$ cat src/rtl/ngh_pkg.sv
// Shared types, constants and helper functions for the character n-gram histogram.
package ngh_pkg;

   localparam int DEF_WINDOW_LEN  = 3;
   localparam int DEF_COUNT_WIDTH = 32;

   localparam int RADIX       = 27;
   localparam int CODE_W      = 5;
   localparam int CHAR_W      = 8;
   localparam int IDX_W       = 15;
   localparam int COUNT_OUT_W = 32;
   localparam int QUEUE_DEPTH = 4;

   localparam logic [CHAR_W-1:0] CHAR_A       = 8'h61;
   localparam logic [CHAR_W-1:0] CHAR_Z       = 8'h7A;
   localparam logic [CHAR_W-1:0] CHAR_NEWLINE = 8'h0A;

   localparam logic ACT_CHAR = 1'b0;
   localparam logic ACT_READ = 1'b1;

   typedef enum logic {
      CMD_INC  = 1'b0,
      CMD_READ = 1'b1
   } cmd_kind_type;

   // 27^w: table depth for a window of w letters, also the weight of slot w
   function automatic int table_size(int w);
      int s = 1;
      for (int i = 0; i < w; i++) begin
         s = s * RADIX;
      end
      return s;
   endfunction

   function automatic int addr_width(int w);
      return $clog2(table_size(w));
   endfunction

   // kind + in_range + address + echoed read index
   function automatic int cmd_width(int w);
      return 2 + addr_width(w) + IDX_W;
   endfunction

endpackage

$ cat src/rtl/ngh_if.sv
// Valid/ready channel interfaces for the request and response streams.
interface ngh_req_if;
   import ngh_pkg::*;

   logic              valid;
   logic              ready;
   logic              action;
   logic [CHAR_W-1:0] char_byte;
   logic [IDX_W-1:0]  read_index;

   modport source (output valid, action, char_byte, read_index, input ready);
   modport sink   (input valid, action, char_byte, read_index, output ready);
endinterface


$ cat src/rtl/ngh_front.sv
// Front end: letter window, byte classification and command generation.
module ngh_front #(
   parameter  int WINDOW_LEN = ngh_pkg::DEF_WINDOW_LEN,
   localparam int CMD_W      = ngh_pkg::cmd_width(WINDOW_LEN)
) (
   input  logic             clock,
   input  logic             reset,
   ngh_req_if.sink          req_ch,
   input  logic             hold,
   input  logic             q_full,
   output logic             q_push,
   output logic [CMD_W-1:0] q_data
);
   import ngh_pkg::*;

   localparam int ADDR_W     = addr_width(WINDOW_LEN);
   localparam int TABLE_SIZE = table_size(WINDOW_LEN);

   typedef struct packed {
      cmd_kind_type      kind;
      logic              in_range;
      logic [ADDR_W-1:0] addr;
      logic [IDX_W-1:0]  read_index;
   } cmd_type;

   logic [CODE_W-1:0] codes_ff [WINDOW_LEN];
   logic [CODE_W-1:0] codes_in [WINDOW_LEN];
   logic              bad_ff   [WINDOW_LEN];
   logic              bad_in   [WINDOW_LEN];

   logic              take;
   logic              is_newline;
   logic              is_letter;
   logic              full_window;
   logic [CODE_W-1:0] new_code;
   logic [ADDR_W-1:0] ngram_idx;
   cmd_type           cmd;

   assign req_ch.ready = !q_full && !hold;
   assign take         = req_ch.valid && req_ch.ready;

   assign is_newline = (req_ch.char_byte == CHAR_NEWLINE);
   assign is_letter  = (req_ch.char_byte >= CHAR_A) && (req_ch.char_byte <= CHAR_Z);
   assign new_code   = CODE_W'(req_ch.char_byte - CHAR_A + 8'd1);

   // next window
   always_comb begin
      for (int i = 0; i < WINDOW_LEN; i++) begin
         codes_in[i] = codes_ff[i];
         bad_in[i]   = bad_ff[i];
      end
      if (take && (req_ch.action == ACT_CHAR)) begin
         if (is_newline) begin
            for (int i = 0; i < WINDOW_LEN; i++) begin
               codes_in[i] = '0;
               bad_in[i]   = 1'b0;
            end
         end else begin
            for (int i = 0; i < WINDOW_LEN - 1; i++) begin
               codes_in[i] = codes_ff[i+1];
               bad_in[i]   = bad_ff[i+1];
            end
            codes_in[WINDOW_LEN-1] = is_letter ? new_code : '0;
            bad_in[WINDOW_LEN-1]   = !is_letter;
         end
      end
   end

   // base-27 index of the new window, oldest slot weighs 1
   always_comb begin
      ngram_idx   = '0;
      full_window = 1'b1;
      for (int i = 0; i < WINDOW_LEN; i++) begin
         ngram_idx = ngram_idx + ADDR_W'(codes_in[i]) * ADDR_W'(table_size(i));
         if ((codes_in[i] == '0) || bad_in[i]) begin
            full_window = 1'b0;
         end
      end
   end

   always_comb begin
      cmd.read_index = req_ch.read_index;
      if (req_ch.action == ACT_READ) begin
         cmd.kind     = CMD_READ;
         cmd.in_range = (32'(req_ch.read_index) < 32'(TABLE_SIZE));
         cmd.addr     = ADDR_W'(req_ch.read_index);
      end else begin
         cmd.kind     = CMD_INC;
         cmd.in_range = 1'b1;
         cmd.addr     = ngram_idx;
      end
   end

   assign q_push = take && ((req_ch.action == ACT_READ) || (is_letter && full_window));
   assign q_data = cmd;

   always_ff @(posedge clock) begin
      if (reset) begin
         for (int i = 0; i < WINDOW_LEN; i++) begin
            codes_ff[i] <= '0;
            bad_ff[i]   <= 1'b0;
         end
      end else begin
         for (int i = 0; i < WINDOW_LEN; i++) begin
            codes_ff[i] <= codes_in[i];
            bad_ff[i]   <= bad_in[i];
         end
      end
   end

endmodule

$ cat src/flat_wrapper.sv
// flat-port wrapper written by rule: the top's interface ports become plain ports
module ngh_front_flat import ngh_pkg::*;
#(
   parameter  int WINDOW_LEN = ngh_pkg::DEF_WINDOW_LEN,
   localparam int CMD_W      = ngh_pkg::cmd_width(WINDOW_LEN)
)
  (clock, reset, hold, q_full, q_push, q_data, req_ch_valid, req_ch_action, req_ch_char_byte, req_ch_read_index, req_ch_ready);
  ngh_req_if req_ch_i ();
  input  logic clock;
  input  logic reset;
  input  logic hold;
  input  logic q_full;
  output logic q_push;
  output logic [CMD_W-1:0] q_data;
  input wire logic [$bits(req_ch_i.valid)-1:0] req_ch_valid;
  input wire logic [$bits(req_ch_i.action)-1:0] req_ch_action;
  input wire logic [$bits(req_ch_i.char_byte)-1:0] req_ch_char_byte;
  input wire logic [$bits(req_ch_i.read_index)-1:0] req_ch_read_index;
  output wire logic [$bits(req_ch_i.ready)-1:0] req_ch_ready;
  assign req_ch_i.valid = req_ch_valid;
  assign req_ch_i.action = req_ch_action;
  assign req_ch_i.char_byte = req_ch_char_byte;
  assign req_ch_i.read_index = req_ch_read_index;
  assign req_ch_ready = req_ch_i.ready;
  ngh_front #(.WINDOW_LEN(WINDOW_LEN)) u_core (.clock(clock), .reset(reset), .req_ch(req_ch_i), .hold(hold), .q_full(q_full), .q_push(q_push), .q_data(q_data));
endmodule
$ cat config.mk
export PLATFORM = sky130hd
export DESIGN_NAME = ngh_front_flat
export DESIGN_NICKNAME = d
export VERILOG_FILES = /design/src/rtl/ngh_pkg.sv /design/src/rtl/ngh_if.sv /design/src/rtl/ngh_front.sv /design/src/flat_wrapper.sv
export SDC_FILE = /design/constraint.sdc
export NUM_CORES = 1
export LEC_CHECK = 0
export BUFFER_PORTS_ARGS = -buffer_cell sky130_fd_sc_hd__clkbuf_2
export CORE_UTILIZATION = 45
export CTS_BUF_LIST = sky130_fd_sc_hd__clkbuf_8
export CTS_CLUSTER_SIZE = 8
export DETAILED_ROUTE_END_ITERATION = 8
export GPL_TIMING_DRIVEN = 0
export PLACE_DENSITY = 0.78
export SETUP_SLACK_MARGIN = 0.1
export SYNTH_ARGS = -nofsm -noshare
export SYNTH_HDL_FRONTEND = slang
export SYNTH_SLANG_ARGS = --single-unit
$ cat constraint.sdc
create_clock -name clock -period 10.3 [get_ports clock]
set_clock_uncertainty 0.05 [all_clocks]
set_input_delay 2.06 -clock clock [delete_from_list [all_inputs] [get_ports clock]]
set_output_delay 2.06 -clock clock [all_outputs]
set_load 0.005 [all_outputs]
* Word-level counts from Yosys, hierarchy flattened *
Memory sizes are Yosys's and may differ from the RTL's.
Cells that the tools add are included.

storage, ports and cells
  register bits = 0
  RAM bits = 18
  output and inout port bits = 34
  memories kept = 2

memory list
  name             depth  width  rd ports  clocked after Yosys merged registers in  write ports  line             RTL
  u_core.codes_ff  3      5      3         0                                        3            ngh_front.sv:26  logic [CODE_W-1:0] codes_ff [WINDOW_LEN];
  u_core.bad_ff    3      1      3         0                                        3            ngh_front.sv:28  logic bad_ff [WINDOW_LEN];

operators by class
  add/sub/neg operators = 4
  $mul = 2
  magnitude comparators = 3
  equal/unequal tests = 1
  multiplexer cells = 18
  bitwise logic cells = 7
  reduce and logical (&&, ||, !) cells = 16

operators with widths
  kind                                                                               count
  15-bit two-way mux                                                                 2
  5-bit two-way mux                                                                  4
  17-bit two-way mux                                                                 1
  15-bit adder                                                                       1
  5-bit zero test                                                                    3
  15-bit less-than comparator (second input constant)                                1
  5-bit by 10-bit multiplier with 15-bit output (second input constant)              1
  5-bit by 10-bit adder with 11-bit output                                           1
  5-bit by 5-bit multiplier with 10-bit output (second input constant)               1
  1-bit two-way mux                                                                  9
  8-bit by 4-bit == test with 1-bit output (second input constant)                   1
  8-bit by 7-bit >= comparator with 1-bit output (second input constant)             1
  8-bit by 7-bit less-or-equal comparator with 1-bit output (second input constant)  1
  1-bit logical AND                                                                  6
  3-bit two-way mux                                                                  2
  1-bit OR                                                                           6
  5-bit by 1-bit adder with 5-bit output (second input constant)                     1
  5-bit by 1-bit subtractor with 5-bit output (second input constant)                1
  1-bit logical OR                                                                   4
  1-bit zero test                                                                    3
  1-bit NOT                                                                          1

* Longest topological paths before layout *
Gate-level depths: netlist (run 1).

  depth in word-level cells = 13
  depth in mapped cells = 29
  gate-level depth less buffers = 28

* Worst setup path after synthesis (run 1) *
Ideal clock, no wire load.

  path type = input to output
  start point = input port req_ch_char_byte[4]
  end point = output port q_data[26]
  arrival time = 8.591 ns
  setup slack = -0.401 ns
  stages on the path = 27
  buffers on the path = 1
  cell sequence = or3_4 o41a_2 buf_4 a22oi_1 fa_1 inv_1 ha_1 fa_1 ha_1 nor2b_1 o21ai_0 a21boi_0 o21a_1 nor2_1 xnor2_1 ha_1 inv_1 fa_1 fa_1 inv_1 ha_1 a21oi_1 o21ai_0 a31o_2 a21oi_1 xor2_1 o21ai_0

between the ends
  cells in the longest elaborated chain, start to end = 8
  elaborated cells on any way between the ends = 14
  those cells by class = add/sub (4); mul (2); order compare (2); eq/ne (1); mux (4); reduce/logical (1)

ends and longest elaborated chain
  what                                                                         line                              RTL
  start: declaration                                                           flat_wrapper.sv:17                input wire logic [$bits(req_ch_i.char_byte)-1:0] req_ch_char_byte;
  5-bit by 1-bit subtractor with 5-bit output (tied with other cells)          ngh_front.sv:44                   assign new_code = CODE_W'(req_ch.char_byte - CHAR_A + 8'd1);
  5-bit by 1-bit adder with 5-bit output or 1-bit logical AND (tied branches)  ngh_front.sv:44, ngh_front.sv:43
  5-bit two-way mux                                                            ngh_front.sv:63                   codes_in[WINDOW_LEN-1] = is_letter ? new_code : '0;
  15-bit two-way mux (*)                                                       ngh_front.sv:53                   if (is_newline) begin
  15-bit two-way mux (*)                                                       ngh_front.sv:52                   if (take && (req_ch.action == ACT_CHAR)) begin
  5-bit by 10-bit multiplier with 15-bit output                                ngh_front.sv:74                   ngram_idx = ngram_idx + ADDR_W'(codes_in[i]) * ADDR_W'(table_size(i));
  15-bit adder (*)                                                             ngh_front.sv:74
  17-bit two-way mux (*)                                                       ngh_front.sv:83                   if (req_ch.action == ACT_READ) begin
  end: declaration                                                             flat_wrapper.sv:14                output logic [CMD_W-1:0] q_data;

Every way passes the cells marked *; elsewhere a longest branch is shown, timed or not.

* Final worst setup path (run 1) *
  start point = input port req_ch_char_byte[0]
  end point = output port q_data[26]

The elaborated chain is that of the path after synthesis.

==> results of run 1 <==
-- worst register-to-register path, stage by stage (launching register included) --
cell     delay (ps)
dfxtp_1         340
a22oi_2         260
buf_4           160
buf_4            90
buf_4           100
nor2_1           30
-- repair_timing --
item                                    CTS  global route
gates resized for setup                  39            31
endpoints found under the setup margin    8             8
pin swaps                                39            40
buffers inserted                         24            13
-- cells in the mapped netlist, types with 2 or more instances --
cell        n  area, um2
xor2_1      3      26.28
o311ai_0    2      17.52
a22oi_1     5      37.54
a22oi_2     2      25.02
o22ai_1     2      12.51
nand2_1    23      86.33
inv_1      64      240.2
a21oi_1    13      65.06
nand3b_1    3      22.52
o21bai_1    2      15.01
mux2_2      4      45.04
nor2_1     26      97.59
fa_1       23      460.4
o21ai_0    19      95.09
nand3_1     8      40.04
a32oi_2     2      32.53
clkbuf_1    4      15.01
nand2b_1    2      12.51
a21o_1      6      45.04
a2111oi_0   2      17.52
nor2b_1     4      25.02
a31oi_1     2      12.51
a21boi_0    3      22.52
dfxtp_1    17      340.3
buf_4      17      127.6
ha_1       63      788.3
nor3_1      2      10.01
xnor2_1    11      96.34
a211oi_1    2      15.01
a22o_1      2      17.52
-- power by group --
part | switching [mW] | total (mW) | internal, mW
logic | 0.0214 | 0.0437 | 0.0222
clock network | 0.0235 | 0.0503 | 0.0268
registers | 0.000176 | 0.0661 | 0.0659
total | 0.0451 | 0.160 | 0.115
-- worst min-delay path by stage --
stage                     cells after the start             endpoint                 from  slack (ps)
after floorplan                               2  u_core.bad_ff[0][2]  u_core.bad_ff[0][2]         400
after global placement                        2  u_core.bad_ff[0][2]  u_core.bad_ff[0][2]         410
after detailed placement                      2  u_core.bad_ff[0][2]  u_core.bad_ff[0][2]         420
after CTS                                     2  u_core.bad_ff[0][2]  u_core.bad_ff[0][2]         430
after global routing                          2  u_core.bad_ff[0][2]  u_core.bad_ff[0][2]         450
final                                         2  u_core.bad_ff[0][2]  u_core.bad_ff[0][2]         430
-- cells in the final DEF (no fill, tap or decap), types with 3 or more instances in the layout --
master    instances
buf_2             4
a22oi_2           5
fa_1             21
nor2_1           23
buf_6             5
ha_4             12
o21ai_1           6
ha_1             50
xnor2_1          11
a21o_1            6
clkbuf_8          4
clkbuf_2         54
nand3b_1          3
clkbuf_1          3
nor2b_1           3
dfxtp_1          17
a21oi_2           4
nand3_1           6
nand2_1          22
a21oi_4           4
a21oi_1           7
inv_2            13
mux2_2            4
o21ai_2           3
nor2_2            3
o21ai_0           8
inv_1            51
buf_4            52
xor2_1            3
-- per-stage QoR --
| step | instances | TNS (ps) | setup slack [ps] |
|---|---|---|---|
| floorplan | 363 | 0 | 102.2 |
| global placement | 504 | -2558 | -494.0 |
| detailed placement | 504 | -3503 | -668.9 |
| CTS | 532 | -479.0 | -164.0 |
| global route | 545 | -1572 | -313.0 |
| finish | 545 | -303.7 | -114.3 |
-- logic make-up (layout without fill, tap and decap cells) --
family,Yosys count,in the layout,share of synthesized area
xor gates and xnor gates,14,14,0.03901
DFF,17,17,0.1083
adders and majority gates,86,86,0.3973
and+or+nand+nor,77,77,0.1278
buffers and inverters,88,190,0.1310
AOI/OAI and AO/OA,77,77,0.1823
muxes,4,4,0.01433
-- state kept, by name, indices dropped and copies added, names as in the netlist --
signal / flops
u_core.codes_ff: 15
u_core.bad_ff: 2
-- area by class of cell --
| class | count | share of cell area |
|---|---|---|
| Buffer | 24 | 0.04307 |
| Clock buffer | 3 | 0.009735 |
| Clock inverter | 1 | 0.001180 |
| Inverter | 64 | 0.05664 |
| Multi-Input combinational cell | 258 | 0.6428 |
| Sequential cell | 17 | 0.08024 |
| Tap cell | 80 | 0.02360 |
| Timing Repair Buffer | 98 | 0.1428 |
-- per-layer routing --
| metal | GRT usage | wire length [um] | up-vias |
|---|---|---|---|
| met1 | 0.2623 | 3312 | 1390 |
| met5 | 0 | 0 | - |
| li1 | - | - | 1420 |
| met3 | 0.01347 | 211 | 20 |
| met2 | 0.3920 | 4200 | 76 |
| met4 | 0.06061 | 189 | 0 |
==> results.py, run 1 <==
metrics = {
    "status": {
        "status": "finished with violations",
        "violations": "DRC, setup timing",
    },
    "clock_tree": {
        "cts_tree": "built",
        "cts_sinks": 17,
        "h-tree-depth": 1,
        "clock_path_buffers": 2,
        "cts_hold_buf": 0,
        "clk-insertion-delay-late_ps": 250,
        "tritoncts.num_buffers": 3,
        "path_clk_slew_ps": 70,
        "cts_root_buffer": "clkbuf_8",
    },
    "synthesis": {
        "syn_nets": 478,
        "yosys_warnings": 0,
        "synth_cells": 363,
        "post_synth_num_cell_types": 55,
        "ys_async_sr_fraction": 0,
        "synth_seq_cells": 17,
        "syn_area_um2": 3143,
        "synth-main-ff-cell": "dfxtp_1",
        "synth_edf_count": 0,
        "avgSynthCellArea_um2": 8.658,
        "ys_seq_area_frac": 0.1083,
    },
    "sta": {
        "rsz0062_at_grt": "yes",
        "max_freq_mhz": 96.02,
        "setup_ws_ps": -114.3,
        "timing.hold.ws_ps": 433.1,
        "final.min_clock_period_ps": 10410,
        "worst_slew_pin_slew_ps": 743.4,
        "finalSetupViolations": 4,
        "hold_viol": 0,
        "slew_headroom": 0.4992,
        "drv_slew": 0,
        "finalCritPeriodShare": 1.011,
    },
    "floorplanning": {
        "die-area_um2": 7323,
        "start_util": 0.4652,
        "die_width_um": 85.58,
        "num_io_pins": 63,
        "rows": 30,
        "fp.dieH_um": 85.58,
        "core_area_um2": 6756,
    },
    "power": {
        "leakage_nw": 2.270,
        "power.total_uw": 160.1,
        "p_per_area_nw_per_um2": 37.75,
        "ir_drop_uv": 45.18,
    },
    "worst_setup_path": {
        "crit_path_start_kind": "primary input",
        "timing.rr.start": "u_core.codes_ff[0][7]",
        "endpoint_kind": "primary output",
        "rr_endpoint": "u_core.codes_ff[0][7]",
        "cpLargestDelayFamily": "adder cells",
        "path_buf_inv": 7,
        "cp.depth": 30,
        "reg2regPathDepth": 5,
        "setup.worst_path.class": "in -> out",
        "reg2reg_slack_ps": 9140,
        "slowest_stage": "fa_2",
        "worst-path-max-fanout": 6,
        "cp-startpoint": "req_ch_char_byte[0]",
        "crit_required_ps": 8190,
        "timing.critical_path.to": "q_data[26]",
        "arrival_ps": 8300,
        "critPathMaxStageDelay_ps": 600,
    },
    "hold_path": {
        "hold_class": "reg -> reg",
    },
    "grt": {
        "grt_pass1_vias": 2878,
        "grt_pass1_wl_um": 12680,
        "grt.total_usage": 0.2110,
        "grt_max_degree": 11,
        "grt_overflow": 0,
        "grt_antenna_before_repair": 0,
    },
    "routing": {
        "wire_per_inst_um": 14.52,
        "drtPass1Iterations": 6,
        "drtIter0Drc": 118,
        "vias": 2906,
        "wirelength_um": 7914,
        "drt-vias-per-instance": 5.332,
        "drc": 1,
        "ant_nets": 0,
    },
    "final_layout": {
        "utilization": 0.6278,
        "postLayoutCellArea_um2": 4242,
        "nNetsFinal": 581,
        "fillers": 555,
        "multiInputGateArea_um2": 2726,
        "drive_gt1_frac": 0.4215,
        "area_growth_pct": 34.95,
        "seq_area_um2": 340.3,
        "diodes": 0,
    },
    "place": {
        "post_dp_cell_area_um2": 3650,
        "gp_congestion": 0.8187,
        "place_hpwl_um": 5930,
        "port_buffers": 61,
    },
    "run": {
        "drv_cap": 0,
    },
}
Note: power is estimated with default switching activity, not from simulation.
==> run 2: changes to the inputs <==
Settings changed: MAX_ROUTING_LAYER set to met4, PLACE_DENSITY 0.78 to 0.75.
Clock period 10.3 ns to 9.95 ns, I/O delays scaled along.
==> run 2 against run 1 <==
Against the previous run:
- routed wire length fell by 2.4%
- critical endpoint unchanged
- cell area rose by 0.12%
- critical path type unchanged
- sequential share of layout area barely moved
- power up 3.7%
- setup slack worse by 260 ps
- highest routed layer unchanged
- the flow still finishes with violations (DRC, setup timing)
==> results.py, run 2 (same netlist as run 1, synthesis figures left out) <==
metrics = {
    "status": {
        "status": "finished with violations",
        "violations": "DRC, setup timing",
    },
    "sta": {
        "timing.hold.ws_ps": 447.8,
        "hold_viol": 0,
        "rsz0062_at_grt": "yes",
        "final.min_clock_period_ps": 10330,
        "finalSetupViolations": 7,
        "slew_headroom": 0.4685,
        "setup_ws_ps": -379.2,
        "finalCritPeriodShare": 1.038,
        "worst_slew_pin_slew_ps": 789.0,
        "max_freq_mhz": 96.81,
        "drv_slew": 0,
    },
    "grt": {
        "use_met3": 0.01059,
        "grt_pass1_vias": 2837,
        "use_met2": 0.3804,
        "grt.total_usage": 0.2147,
        "grt_overflow": 0,
        "busiest_layer": "met2",
        "grt_max_degree": 11,
        "grt_pass1_wl_um": 12520,
        "gr-usage-met1": 0.2657,
        "grt_antenna_before_repair": 0,
    },
    "worst_setup_path": {
        "arrival_ps": 8290,
        "critPathMaxStageDelay_ps": 510,
        "setup.worst_path.class": "in -> out",
        "worst-path-max-fanout": 6,
        "crit_required_ps": 7910,
        "slowest_stage": "fa_1",
        "endpoint_kind": "primary output",
        "crit_path_start_kind": "primary input",
        "reg2reg_slack_ps": 8840,
    },
    "clock_tree": {
        "cts_hold_buf": 0,
        "cts_tree": "built",
        "cts_root_buffer": "clkbuf_8",
        "h-tree-depth": 1,
        "clk-insertion-delay-late_ps": 260,
        "cts_sinks": 17,
        "clock_path_buffers": 2,
        "path_clk_slew_ps": 70,
        "tritoncts.num_buffers": 3,
    },
    "floorplanning": {
        "num_io_pins": 63,
        "die-area_um2": 7323,
        "die_width_um": 85.58,
        "core_area_um2": 6756,
        "start_util": 0.4652,
        "fp.dieH_um": 85.58,
        "rows": 30,
    },
    "routing": {
        "drtPass1Iterations": 6,
        "wirelength_um": 7728,
        "ant_nets": 0,
        "drc": 1,
        "wire_per_inst_um": 14.15,
        "vias": 2917,
        "drt-vias-per-instance": 5.342,
        "drtIter0Drc": 78,
    },
    "final_layout": {
        "largest_registers": "u_core.codes_ff (15), u_core.bad_ff (2)",
        "largest_reg_flops": 15,
        "drive_gt1_frac": 0.4185,
        "postLayoutCellArea_um2": 4247,
        "regMostFlops": "u_core.codes_ff",
        "nNetsFinal": 582,
        "final_cell_mix": "inv_1 (54), clkbuf_2 (54), ha_1 (51)",
        "diodes": 0,
        "area_growth_pct": 35.11,
        "fillers": 546,
    },
    "place": {
        "port_buffers": 61,
        "place_hpwl_um": 5784,
        "gp_congestion": 0.8379,
        "post_dp_cell_area_um2": 3675,
    },
    "power": {
        "p_per_area_nw_per_um2": 39.10,
        "power.total_uw": 166.0,
        "ir_drop_uv": 44.48,
        "leakage_nw": 2.288,
    },
    "run": {
        "drv_cap": 0,
    },
    "hold_path": {
        "hold_class": "reg -> reg",
    },
}
## run 2: repair_timing
item,CTS,global route
pin swaps,48,22
setup endpoints to repair,9,9
hold endpoints to repair,0,0
resized for setup,32,28
setup buffers,28,11
## run 2: path summary, 6_finish.rpt
check	start	cells after the start	endpoint
max	req_ch_char_byte[0]	31	q_data[26]
min	u_core.bad_ff[0][2]	2	u_core.bad_ff[0][2]
max reg2reg	u_core.codes_ff[0][14]	3	u_core.codes_ff[0][14]
min reg2reg	u_core.bad_ff[0][2]	2	u_core.bad_ff[0][2]
## run 2: metal layers
metal | share of wire | vias to the layer above
li1 | - | 1427
met1 | 0.43 | 1391
met2 | 0.50 | 79
met3 | 0.035 | 20
met4 | 0.031 | 0
met5 | 0 | -
## run 2: per-stage QoR
step / instances / TNS (ps) / worst slack (ps) / utilization
2_1_floorplan: 363 / -59.78 / -39.84 / -
3_3_place_gp: 504 / -3331 / -661.3 / 0.5439
5_1_grt: 546 / -3431 / -614.6 / 0.6285
6_report: 546 / -1793 / -379.2 / 0.6285
4_1_cts: 536 / -1538 / -367.3 / 0.6048
3_5_place_dp: 504 / -4034 / -797.1 / 0.5439
## run 2: critical path: cells and delay by family
family	cells	cell delay [ps]
fa+ha+maj	8	2770
simple gates	3	580
xor+xnor	2	340
compound gates	10	1840
buf+inv	8	770
## run 2: layout make-up
| type | count | area (um2) | share of cell area |
|---|---|---|---|
| Buffer | 24 | 182.7 | 0.04302 |
| Clock buffer | 3 | 41.29 | 0.009723 |
| Clock inverter | 1 | 3.754 | 0.0008839 |
| Inverter | 64 | 240.2 | 0.05657 |
| Multi-Input combinational cell | 258 | 2714 | 0.6391 |
| Sequential cell | 17 | 340.3 | 0.08014 |
| Tap cell | 80 | 100.1 | 0.02357 |
| Timing Repair Buffer | 99 | 624.3 | 0.1470 |
## run 2: power breakdown
group | switching, mW | internal (mW) | leakage [nW]
clock network | 0.0251 | 0.0274 | 0.0269
logic | 0.0223 | 0.0228 | 2.12
registers | 0.000201 | 0.0682 | 0.137
total | 0.0475 | 0.118 | 2.29
