==> config.mk <==
export PLATFORM = sky130hd
export DESIGN_NAME = ngh_queue
export DESIGN_NICKNAME = d
export VERILOG_FILES = /design/src/rtl/ngh_pkg.sv /design/src/rtl/ngh_queue.sv
export SDC_FILE = /design/constraint.sdc
export NUM_CORES = 1
export LEC_CHECK = 0
export BUFFER_PORTS_ARGS = -buffer_cell sky130_fd_sc_hd__buf_2
export CAP_MARGIN = 20
export CORE_ASPECT_RATIO = 2
export CORE_MARGIN = 5
export CORE_UTILIZATION = 60
export DETAILED_ROUTE_END_ITERATION = 8
export GPL_ROUTABILITY_DRIVEN = 1
export PLACE_DENSITY = 0.87
export SYNTH_ARGS = -nofsm -noshare
export SYNTH_HDL_FRONTEND = slang
export SYNTH_SLANG_ARGS = --single-unit
==> constraint.sdc <==
create_clock -name clock -period 4 [get_ports clock]
set_clock_uncertainty 0.1 [all_clocks]
set_input_delay 0.8 -clock clock [delete_from_list [all_inputs] [get_ports clock]]
set_output_delay 0.8 -clock clock [all_outputs]
set_load 0.1 [all_outputs]
==> src/rtl/ngh_pkg.sv <==
// Shared types, constants and helper functions for the character n-gram histogram.
package ngh_pkg;

   localparam int DEF_WINDOW_LEN  = 3;
   localparam int DEF_COUNT_WIDTH = 32;

   localparam int RADIX       = 27;
   localparam int CODE_W      = 5;
   localparam int CHAR_W      = 8;
   localparam int IDX_W       = 15;
   localparam int COUNT_OUT_W = 32;
   localparam int QUEUE_DEPTH = 4;

   localparam logic [CHAR_W-1:0] CHAR_A       = 8'h61;
   localparam logic [CHAR_W-1:0] CHAR_Z       = 8'h7A;
   localparam logic [CHAR_W-1:0] CHAR_NEWLINE = 8'h0A;

   localparam logic ACT_CHAR = 1'b0;
   localparam logic ACT_READ = 1'b1;

   typedef enum logic {
      CMD_INC  = 1'b0,
      CMD_READ = 1'b1
   } cmd_kind_type;

   // 27^w: table depth for a window of w letters, also the weight of slot w
   function automatic int table_size(int w);
      int s = 1;
      for (int i = 0; i < w; i++) begin
         s = s * RADIX;
      end
      return s;
   endfunction

   function automatic int addr_width(int w);
      return $clog2(table_size(w));
   endfunction

   // kind + in_range + address + echoed read index
   function automatic int cmd_width(int w);
      return 2 + addr_width(w) + IDX_W;
   endfunction

endpackage

==> src/rtl/ngh_queue.sv <==
// Short command queue between the front end and the counter back end.
module ngh_queue #(
   parameter int WIDTH = ngh_pkg::cmd_width(ngh_pkg::DEF_WINDOW_LEN)
) (
   input  logic             clock,
   input  logic             reset,
   input  logic             push,
   input  logic [WIDTH-1:0] push_data,
   output logic             full,
   output logic             head_valid,
   output logic [WIDTH-1:0] head_data,
   input  logic             pop
);
   import ngh_pkg::*;

   localparam int DEPTH = QUEUE_DEPTH;
   localparam int PTR_W = $clog2(DEPTH);
   localparam int CNT_W = $clog2(DEPTH + 1);

   logic [WIDTH-1:0] slots_ff [DEPTH];
   logic [PTR_W-1:0] wr_ptr_ff, wr_ptr_in;
   logic [PTR_W-1:0] rd_ptr_ff, rd_ptr_in;
   logic [CNT_W-1:0] fill_ff, fill_in;
   logic             do_push;
   logic             do_pop;

   assign full       = (fill_ff == CNT_W'(DEPTH));
   assign head_valid = (fill_ff != '0);
   assign head_data  = slots_ff[rd_ptr_ff];

   assign do_push = push && !full;
   assign do_pop  = pop && head_valid;

   always_comb begin
      wr_ptr_in = wr_ptr_ff;
      rd_ptr_in = rd_ptr_ff;
      fill_in   = fill_ff;
      if (do_push) begin
         wr_ptr_in = (wr_ptr_ff == PTR_W'(DEPTH - 1)) ? '0 : wr_ptr_ff + PTR_W'(1);
      end
      if (do_pop) begin
         rd_ptr_in = (rd_ptr_ff == PTR_W'(DEPTH - 1)) ? '0 : rd_ptr_ff + PTR_W'(1);
      end
      case ({do_push, do_pop})
         2'b10:   fill_in = fill_ff + CNT_W'(1);
         2'b01:   fill_in = fill_ff - CNT_W'(1);
         default: fill_in = fill_ff;
      endcase
   end

   always_ff @(posedge clock) begin
      if (reset) begin
         wr_ptr_ff <= '0;
         rd_ptr_ff <= '0;
         fill_ff   <= '0;
      end else begin
         wr_ptr_ff <= wr_ptr_in;
         rd_ptr_ff <= rd_ptr_in;
         fill_ff   <= fill_in;
      end
   end

   always_ff @(posedge clock) begin
      if (do_push) begin
         slots_ff[wr_ptr_ff] <= push_data;
      end
   end

endmodule

* Word level (Yosys, flattened, before mapping) *
Memory sizes are Yosys's and may differ from the RTL's. A register that Yosys moved wholly into a read port is not among the register bits.
Cells that the tools add are included.

operators by class
  eq/ne operators = 5
  reduce and logical (&&, ||, !) cells = 5
  $add $sub $neg = 4
  mux-type cells = 7

operators with widths
  operator                                                            count
  2-bit 2-to-1 mux                                                    4
  2-bit == test, second input constant                                3
  3-bit one-hot mux with 2 select lines                               1
  2-bit by 1-bit adder with 2-bit output, second input constant       2
  3-bit by 1-bit adder with 3-bit output, second input constant       1
  3-bit == test, second input constant                                1
  3-bit nonzero test                                                  1
  3-bit by 1-bit subtractor with 3-bit output, second input constant  1
  2-bit by 1-bit == test with 1-bit output, second input constant     1
  1-bit logical AND                                                   2
  1-bit 2-to-1 mux                                                    2
  2-bit nonzero test                                                  1
  1-bit zero test                                                     1

storage, ports and cells
  RAM bits = 128
  memories = 1
  register bits = 7
  input port bits = 36
  output and inout port bits = 34
  logic and storage cells = 25

memory list
  memory    words  width  rd ports  clocked after Yosys merged registers in  wr ports  RTL line         text
  slots_ff  4      32     1         1                                        1         ngh_queue.sv:20  logic [WIDTH-1:0] slots_ff [DEPTH];

* Longest topological paths before layout *
Gate-level depths: netlist of run 1.

  depth in word-level cells = 5
  depth in mapped cells = 10
  gate-level depth less buffers = 9

* Least setup slack after synthesis of run 1 *
No wires, ideal clock.

  kind = register -> register
  from = register fill_ff[2]
  to = register fill_ff[2]
  library setup time = 0.070 ns
  arrival time = 2.271 ns
  clock period less this slack = 2.441 ns
  path slack = 1.559 ns
  stages on the path, launching flop included = 11
  path buffers = 1
  data required time = 3.830 ns
  cells stage by stage = dfxtp_1 or3b_1 buf_6 and2_4 inv_1 ha_1 inv_1 fa_1 xor2_1 or3_2 a21oi_1

on the way
  longest elaborated chain between the ends = 5
  elaborated cells between the ends (all ways) = 11
  those cells by class = 2 x add/sub; 3 x eq/ne; 1 x mux; 5 x reduce/logical

RTL lines
  what                                                                         RTL line         text
  start, declared                                                              ngh_queue.sv:23  logic [CNT_W-1:0] fill_ff, fill_in;
  start signal, assigned                                                       ngh_queue.sv:59  fill_ff <= fill_in;
  3-bit == test                                                                ngh_queue.sv:27  assign full = (fill_ff == CNT_W'(DEPTH));
  1-bit zero test                                                              ngh_queue.sv:31  assign do_push = push && !full;
  1-bit logical AND                                                            ngh_queue.sv:31
  2-bit by 1-bit == test with 1-bit output or 2-bit == test (tied branches)    ngh_queue.sv:44  case ({do_push, do_pop})
  3-bit one-hot mux with 2 select lines or 2-bit nonzero test (tied branches)  --

Several ways; a longest one is shown, not always the timed one.
A chain may end at the register's enable or synchronous reset.

==> impl_metrics.py, run 1 <==
metrics = {
    "status": {
        "outcome": "finished, final reports clean",
    },
    "clock_tree": {
        "clkLatencyLatePin_ps": 410,
        "h-tree-depth": 4,
        "root_buffer": "clkbuf_16",
        "clk_pin_slew_ps": 60,
        "cts_resized": 0,
        "postCtsHoldBufs": 0,
        "cts.sinks": 137,
        "cts_tree": "done",
        "postCtsSetupRepairBufs": 0,
        "cts_buffer_depth": 2,
        "cts_made_buffers": 17,
    },
    "power": {
        "leakage_uw": 0.00215,
        "p_per_area_mw_per_mm2": 830,
        "ir_worst_vdd_v": 0.000619,
    },
    "finish": {
        "area_delta_synth_final_pct": 20.4,
        "final_util_pct": 74.1,
        "fill_cells": 453,
        "fin_nets": 345,
        "antenna_cells": 0,
        "drive_gt1_share_pct": 44.8,
        "final_cells": 413,
    },
    "global_route": {
        "grt_pass1_vias": 2624,
        "grt_start_max_net_pins": 33,
        "grt.overflow.total": 0,
        "antenna_found_initial": 0,
        "grt_use_total_pct": 19.9,
        "grt_pass1_wl_mm": 14.6,
    },
    "placement": {
        "place_inst": 381,
        "place.gp.congestion": 0.696,
        "portBuffers": 69,
        "dp_slack_ps": 1330,
        "dpl.hpwl_mm": 5.50,
    },
    "synthesis": {
        "syn-instance-count": 221,
        "ys_ff_latch": 137,
        "synth_area_mm2": 0.00510,
        "yosys.cell_types.count": 28,
        "synth_area_leader_cell": "edfxtp_1",
        "yosysTopAreaCellShare_pct": 75.3,
        "synthesis.nets": 264,
        "syn_area_per_cell_um2": 23.1,
        "netlist_top_cells_area": "edfxtp_1 75%, mux4_2 14%, dfxtp_1 3.5%, ha_1 1.5%, inv_1 0.59%",
        "synth-seq-area-share_pct": 78.8,
        "ys.warnings.count": 0,
    },
    "setup_path": {
        "critPathCaptureType": "primary output",
        "crit_chain": "buf_4 > mux4_2 > buf_2",
        "slowest_stage": "mux4_2",
        "crit_family": "buffers and inverters",
        "startpoint_type": "register",
        "r2r_slack_ps": 1380,
        "crit_arrival_ps": 2170,
        "required_ps": 3100,
        "r2r_start": "fill_ff[2]",
        "rr_worst_depth": 9,
        "path_class": "reg2out",
        "critPathMaxStageDelay_ps": 560,
        "crit_buf_inv": 2,
        "worstPathMaxFanout": 11,
        "r2r-end": "fill_ff[2]",
    },
    "sta": {
        "worst_slack_ps": 930,
        "finalCritPeriodShare_pct": 76.8,
        "setup_viol": 0,
        "max_freq_mhz": 326,
        "setup_tns_ps": 0,
        "rsz0062_at_grt": "false",
        "slew_headroom_pct": 41.8,
        "hold_violations": 0,
        "fin_crit_ps": 3070,
        "drv_slew": 0,
        "tightestPinTransition_ps": 873,
    },
    "min_path": {
        "hold_depth": 2,
        "min_to": "fill_ff[2]",
        "hp-start": "fill_ff[2]",
        "worstHoldPathType": "reg2reg",
    },
    "die": {
        "dieArea_mm2": 0.0106,
        "die_h_um": 140,
        "die_x_um": 75.2,
        "fp.coreArea_mm2": 0.00829,
        "num_rows": 47,
        "pin_count": 70,
        "initial_core_util_pct": 61.6,
    },
    "route": {
        "firstDrtPassIters": 4,
        "viasPerCell": 5.80,
        "vias": 2395,
        "drt-wirelength-per-cell_um": 23.0,
        "ant_nets": 0,
        "totalWireLength_mm": 9.51,
        "drtIter0Drc": 188,
        "drc": 0,
    },
    "job": {
        "cap_viol_max_count": 0,
    },
}
==> registers in the layout, indices dropped and copies added, names as in the netlist, named ones only <==
register / cells
slots_ff: 128
fill_ff: 3
rd_ptr_ff: 2
wr_ptr_ff: 2
==> metrics by stage <==
stage / area, um2 / total power [uW] / hold WS (ps)
global placement: 5540 / 3510 / 370
CTS: 6150 / 5140 / 424
global route: 6150 / 5280 / 463
detailed placement: 5540 / 3540 / 394
finish: 6150 / 5100 / 422
floorplan: 5100 / 3280 / 363
==> worst max-delay path by stage <==
stage                          start             to  slack (ps)  cells past startpoint
final                       register  head_data[17]         930                      3
after global routing        register  head_data[24]         790                      3
after CTS                   register  head_data[24]         870                      3
after detailed placement    register  head_data[24]        1330                      3
after global placement      register  head_data[10]        1330                      3
after floorplan           fill_ff[2]     fill_ff[2]        1560                     10
==> power by group <==
part	leakage, uW	switching (uW)	internal (uW)
combinational	0.000616	1320	365
clock	0.000284	563	1030
sequential	0.00125	89.0	1730
total	0.00215	1980	3130
==> cells in the mapped netlist <==
cell,instances
buf_1,3
xor2_1,2
or3b_1,1
nor2_1,4
edfxtp_1,128
inv_1,8
buf_4,3
nand2_1,1
a21o_1,1
nand3_1,2
or3_2,2
or3_1,1
nor3_1,1
and2_4,1
a21oi_1,4
mux2i_1,1
dfxtp_1,9
o21ai_0,1
and3_2,3
o31ai_1,1
fa_1,1
o31ai_2,1
mux4_2,32
buf_2,1
buf_6,1
clkbuf_1,1
and3_1,1
ha_1,6
==> kinds of logic after synthesis <==
logic type	Yosys count	share of synthesized area, %
buffers and inverters	17	1.64
and+or+nand+nor	17	1.99
DFF	137	78.8
AOI/OAI and AO/OA	8	1.03
xor gates and xnor gates	2	0.343
adders and majority gates	7	1.86
muxes	33	14.3
==> routing by layer <==
layer | wire length, um | part of all wire [%] | global-route usage (%) | up-vias
li1 | - | - | - | 1074
met1 | 3470 | 37 | 23.7 | 1219
met2 | 5230 | 55 | 32.8 | 86
met3 | 569 | 6.0 | 6.74 | 16
met4 | 231 | 2.4 | 7.93 | 0
met5 | 0 | 0 | 0 | -
==> worst register-to-register path, delay by kind of cell, from the launching register on <==
kind	cells	cell delay, ps
simple gates	3	1120
xor+xnor	1	160
compound gates	1	150
fa+ha+maj	2	550
buf+inv	2	110
flops	1	370
==> placed cells by master, fill, tap and decap left out, drive strengths merged <==
cell	n
o21ai	1
ha	6
mux2i	1
or3b	1
nor2	4
bufinv	4
clkbuf	18
xor2	2
nand2	1
nand3	2
o31ai	2
clkinv	6
a21oi	4
fa	1
buf	71
nor3	1
and3	4
dfxtp	9
inv	8
edfxtp	128
clkinvlp	4
and2	1
a21o	1
or3	3
mux4	32
==> area by class of cell <==
class | instances | area, um2 | share of cell area, %
Sequential cell | 137 | 4030 | 65.5
Timing Repair Buffer | 71 | 360 | 5.86
Multi-Input combinational cell | 67 | 998 | 16.2
Tap cell | 98 | 123 | 1.99
Clock inverter | 14 | 180 | 2.93
Inverter | 8 | 30.0 | 0.488
Clock buffer | 18 | 429 | 6.98
Power figures use the tool's default switching activity.
==> run 2: changes to the inputs <==
--- a/config.mk
+++ b/config.mk
@@ -9,10 +9,10 @@
 export CAP_MARGIN = 20
 export CORE_ASPECT_RATIO = 2
 export CORE_MARGIN = 5
-export CORE_UTILIZATION = 60
+export CORE_UTILIZATION = 51
 export DETAILED_ROUTE_END_ITERATION = 8
 export GPL_ROUTABILITY_DRIVEN = 1
-export PLACE_DENSITY = 0.87
+export PLACE_DENSITY = 0.79
 export SYNTH_ARGS = -nofsm -noshare
 export SYNTH_HDL_FRONTEND = slang
 export SYNTH_SLANG_ARGS = --single-unit
==> constraint.sdc (replaced) <==
create_clock -name clock -period 2.6 [get_ports clock]
set_clock_uncertainty 0.1 [all_clocks]
set_input_delay 0.52 -clock clock [delete_from_list [all_inputs] [get_ports clock]]
set_output_delay 0.52 -clock clock [all_outputs]
set_load 0.1 [all_outputs]
==> impl_metrics.py, run 2 (same netlist as run 1, synthesis figures left out) <==
metrics = {
    "power": {
        "pwr-share-clk_pct": 29.6,
        "p_seq_share_pct": 34.9,
        "p_int_uw": 4830,
        "p_sw_uw": 3050,
        "pwr-share-comb_pct": 35.5,
        "p_total_uw": 7880,
        "ir_worst_vdd_v": 0.000895,
        "p_sw_share_pct": 38.7,
        "leakage_uw": 0.00218,
        "p_per_area_mw_per_mm2": 1250,
    },
    "die": {
        "pin_count": 70,
        "dieArea_mm2": 0.0122,
        "num_rows": 51,
        "fp.coreArea_mm2": 0.00976,
        "die_h_um": 151,
        "initial_core_util_pct": 52.3,
        "die_x_um": 80.7,
    },
    "status": {
        "outcome": "finished, final reports clean",
    },
    "setup_path": {
        "crit_start": "fill_ff[2]",
        "startpoint_type": "register",
        "path_class": "reg2reg",
        "rr_worst_depth": 9,
        "critPathCaptureType": "register",
        "required_ps": 2840,
        "r2r_start": "fill_ff[2]",
        "crit_arrival_ps": 2720,
        "r2r_slack_ps": 120,
        "r2r-end": "fill_ff[2]",
        "worstPathMaxFanout": 5,
    },
    "sta": {
        "hold_violations": 0,
        "max_freq_mhz": 403,
        "slew_headroom_pct": 41.4,
        "tightestPinTransition_ps": 879,
        "whs_ps": 227,
        "setup_viol": 0,
        "drv_slew": 0,
        "setup_tns_ps": 0,
        "fin_crit_ps": 2480,
        "rsz0062_at_grt": "false",
        "finalCritPeriodShare_pct": 95.4,
    },
    "global_route": {
        "antenna_found_initial": 0,
        "grt_start_max_net_pins": 33,
        "grt_pass1_vias": 2765,
        "grt_use_total_pct": 16.2,
        "grt.overflow.total": 0,
        "grt_pass1_wl_mm": 14.1,
    },
    "clock_tree": {
        "root_buffer": "clkbuf_16",
        "cts_tree": "done",
        "cts_buffer_depth": 2,
        "cts.sinks": 137,
        "cts_resized": 0,
        "cts_made_buffers": 17,
        "h-tree-depth": 4,
        "postCtsHoldBufs": 0,
        "postCtsSetupRepairBufs": 0,
        "clk_pin_slew_ps": 60,
        "clkLatencyLatePin_ps": 400,
    },
    "route": {
        "drtIter0Drc": 114,
        "ant_nets": 0,
        "viasPerCell": 5.29,
        "totalWireLength_mm": 9.04,
        "drt-wirelength-per-cell_um": 20.1,
        "drc": 0,
        "vias": 2380,
        "firstDrtPassIters": 4,
    },
    "finish": {
        "stdcell_area_mm2": 0.00628,
        "final_util_pct": 64.4,
        "area_delta_synth_final_pct": 23.1,
        "largest_registers": "slots_ff (128), fill_ff (3)",
        "fill_cells": 631,
        "drive_gt1_share_pct": 47.3,
        "mostFrequentLayoutCells": "128 x edfxtp_1, 66 x buf_2, 32 x mux4_2",
        "largest_reg_flops": 128,
        "top_register": "slots_ff",
        "fin_nets": 347,
        "layout_commonest_cell": "edfxtp_1",
    },
    "placement": {
        "portBuffers": 69,
        "post_dp_cell_area_mm2": 0.00566,
        "place.gp.congestion": 0.736,
        "dpl.hpwl_mm": 5.38,
    },
    "min_path": {
        "hp-start": "push_data[3]",
        "hold_depth": 1,
        "min_to": "slots_ff[1][3]",
        "worstHoldPathType": "in2reg",
    },
    "job": {
        "cap_viol_max_count": 0,
    },
}
==> run 2: worst max-delay path by stage <==
stage / to / slack, ps
finish: fill_ff[2] / 120
floorplan: fill_ff[2] / 160
global route: fill_ff[2] / 20
detailed placement: fill_ff[2] / 80
global placement: fill_ff[2] / 210
CTS: head_data[11] / 30
==> run 2: layout make-up <==
class,count,area [um2],share of cell area [%]
sequential,137,4030,64.1
multi-input combinational,67,1010,16.1
timing repair buffer,73,463,7.37
clock buffer,17,425,6.77
tap,132,165,2.63
clock inverter,15,159,2.53
inverter,8,30.0,0.478
antenna,1,2.50,0.0398
==> run 2: stage by stage <==
stage	setup WS, ps	instances
2_1_floorplan	159	221
3_3_place_gp	206	416
3_5_place_dp	79.8	416
4_1_cts	25.4	448
5_1_grt	19.6	449
6_report	121	450
==> run 2: worst max-delay path, stage by stage, from the launching register on <==
cell and delay (ps):
dfxtp_2 350, or3b_4 400, and2_4 170, inv_1 60, ha_2 180, inv_1 70
fa_2 350, xor2_1 150, or3_2 430, a21oi_2 140
==> run 2: power by group through the flow <==
stage	Clock, uW	Sequential, uW	Combinational (uW)
floorplan	0	2740	2310
global placement	0	2760	2750
detailed placement	0	2780	2770
CTS	2370	2740	2780
global route	2470	2760	2920
finish	2330	2750	2800
==> run 2: metal layers <==
metal / vias to the layer above / wire length, um / track usage, %
li1: 1084 / - / -
met1: 1234 / 3300 / 17.6
met2: 52 / 5130 / 27.7
met3: 10 / 473 / 5.86
met4: 0 / 134 / 7.36
met5: - / 0 / 0
==> run 3: changes to the inputs <==
--- a/config.mk
+++ b/config.mk
@@ -10,9 +10,12 @@
 export CORE_ASPECT_RATIO = 2
 export CORE_MARGIN = 5
 export CORE_UTILIZATION = 51
+export CTS_CLUSTER_DIAMETER = 150
 export DETAILED_ROUTE_END_ITERATION = 8
 export GPL_ROUTABILITY_DRIVEN = 1
 export PLACE_DENSITY = 0.79
+export SETUP_SLACK_MARGIN = 0.3
+export SKIP_LAST_GASP = 1
 export SYNTH_ARGS = -nofsm -noshare
 export SYNTH_HDL_FRONTEND = slang
 export SYNTH_SLANG_ARGS = --single-unit
==> impl_metrics.py, run 3 (same netlist as run 1, synthesis figures left out) <==
metrics = {
    "power": {
        "leakage_uw": 0.00225,
        "ir_worst_vdd_v": 0.00118,
        "p_per_area_mw_per_mm2": 1240,
    },
    "setup_path": {
        "r2r_start": "fill_ff[0]",
        "required_ps": 1980,
        "critPathCaptureType": "primary output",
        "r2r_slack_ps": 370,
        "rr_worst_depth": 9,
        "startpoint_type": "register",
        "r2r-end": "fill_ff[2]",
        "crit_arrival_ps": 1750,
        "worstPathMaxFanout": 12,
        "path_class": "reg2out",
    },
    "die": {
        "initial_core_util_pct": 52.3,
        "die_h_um": 151,
        "dieArea_mm2": 0.0122,
        "pin_count": 70,
        "die_x_um": 80.7,
        "num_rows": 51,
        "fp.coreArea_mm2": 0.00976,
    },
    "placement": {
        "post_dp_cell_area_mm2": 0.00568,
        "dpl.hpwl_mm": 5.50,
        "place.gp.congestion": 0.698,
        "dp_slack_ps": 346,
        "portBuffers": 69,
    },
    "clock_tree": {
        "cts.sinks": 137,
        "clkLatencyLatePin_ps": 400,
        "cts_tree": "done",
        "postCtsHoldBufs": 0,
        "clk_pin_slew_ps": 50,
        "cts_buffer_depth": 2,
        "root_buffer": "clkbuf_16",
        "h-tree-depth": 4,
        "cts_made_buffers": 17,
    },
    "finish": {
        "stdcell_area_mm2": 0.00650,
        "largest_registers": "slots_ff (128), fill_ff (3)",
        "fill_cells": 631,
        "largest_reg_flops": 128,
        "fin_nets": 350,
        "layout_commonest_cell": "edfxtp_1",
        "antenna_cells": 0,
        "area_delta_synth_final_pct": 27.3,
        "mostFrequentLayoutCells": "128 x edfxtp_1, 36 x buf_2, 32 x mux4_2",
        "drive_gt1_share_pct": 47.2,
        "top_register": "slots_ff",
    },
    "min_path": {
        "worstHoldPathType": "in2reg",
        "min_to": "slots_ff[3][4]",
        "hp-start": "push_data[4]",
        "hold_depth": 1,
    },
    "sta": {
        "setup_viol": 0,
        "drv_slew": 0,
        "hold_violations": 0,
        "finalCritPeriodShare_pct": 91.0,
        "max_freq_mhz": 423,
        "tightestPinTransition_ps": 846,
        "fin_crit_ps": 2370,
        "setup_tns_ps": 0,
        "rsz0062_at_grt": "true",
        "worst_slack_ps": 233,
        "slew_headroom_pct": 43.6,
    },
    "global_route": {
        "busiest_layer": "met2",
        "antenna_found_initial": 0,
        "grtUsageMet3_pct": 5.15,
        "grt_util_met2_pct": 28.9,
        "grt.overflow.total": 0,
        "grt_start_max_net_pins": 33,
        "met1_usage_pct": 17.3,
        "grt_pass1_wl_mm": 13.8,
        "grt_pass1_vias": 2656,
        "grt_use_total_pct": 16.0,
    },
    "route": {
        "vias": 2374,
        "drtIter0Drc": 114,
        "totalWireLength_mm": 8.79,
        "firstDrtPassIters": 4,
        "drt-wirelength-per-cell_um": 19.4,
        "viasPerCell": 5.25,
        "drc": 0,
        "ant_nets": 0,
    },
    "job": {
        "cap_viol_max_count": 0,
    },
    "status": {
        "outcome": "finished, final reports clean",
    },
}
[run 3: cell types whose count changed in the layout (fill, tap and decap cells not counted), sizes merged]
cell	previous run	this run
buf	72	76
bufinv	3	1
clkbuf	18	28
clkinv	8	3
clkinvlp	4	0
diode	1	0
[run 3: worst max-delay path by stage]
| stage | startpoint | end | slack, ps | depth (start not counted) |
|---|---|---|---|---|
| 2_1_floorplan | fill_ff[0] | fill_ff[2] | 330 | 10 |
| 5_1_grt | register | head_data[17] | 180 | 3 |
| 3_3_place_gp | fill_ff[0] | fill_ff[2] | 390 | 9 |
| 6_report | register | head_data[2] | 230 | 3 |
| 4_1_cts | register | head_data[1] | 210 | 3 |
| 3_5_place_dp | fill_ff[0] | fill_ff[2] | 350 | 9 |
[run 3: layer usage]
metal | routed length, um | vias up
li1 | - | 1088
met1 | 3150 | 1215
met2 | 5150 | 61
met3 | 399 | 10
met4 | 98 | 0
met5 | 0 | -
[run 3: layout make-up]
type                       instances  area, um2  area share (%)
sequential                       137       4040            62.2
clock buffer                      28        497            7.65
tap                              132        165            2.54
timing repair buffer              76        692            10.7
inverter                           8       30.0           0.462
clock inverter                     4       43.8           0.674
multi-input combinational         67       1030            15.8
[run 3: metrics by stage]
stage	std cells	util [%]	total power (uW)	hold WS [ps]
6_report	452	66.5	8040	237
5_1_grt	452	66.5	8320	219
4_1_cts	450	66.1	8070	222
3_5_place_dp	417	58.2	5590	390
3_3_place_gp	417	58.2	5540	378
2_1_floorplan	221	-	5080	363
[run 3: timing repair]
action / in CTS / in global routing
gates resized for setup: 66 / 8
cloned: 1 / 0
buffers inserted: 0 / 2
setup endpoints to repair: 33 / 35
pin swaps: 0 / 3
[run 3: power breakdown]
group / internal (uW) / switching (uW)
Sequential: 2670 / 100
Clock: 1390 / 764
Combinational: 960 / 2160
Total: 5020 / 3020
[run 3: critical path, cell delays in order, from the launching register on]
cell and delay, ps:
dfxtp_4 410, buf_12 170, mux4_2 550, buf_6 210
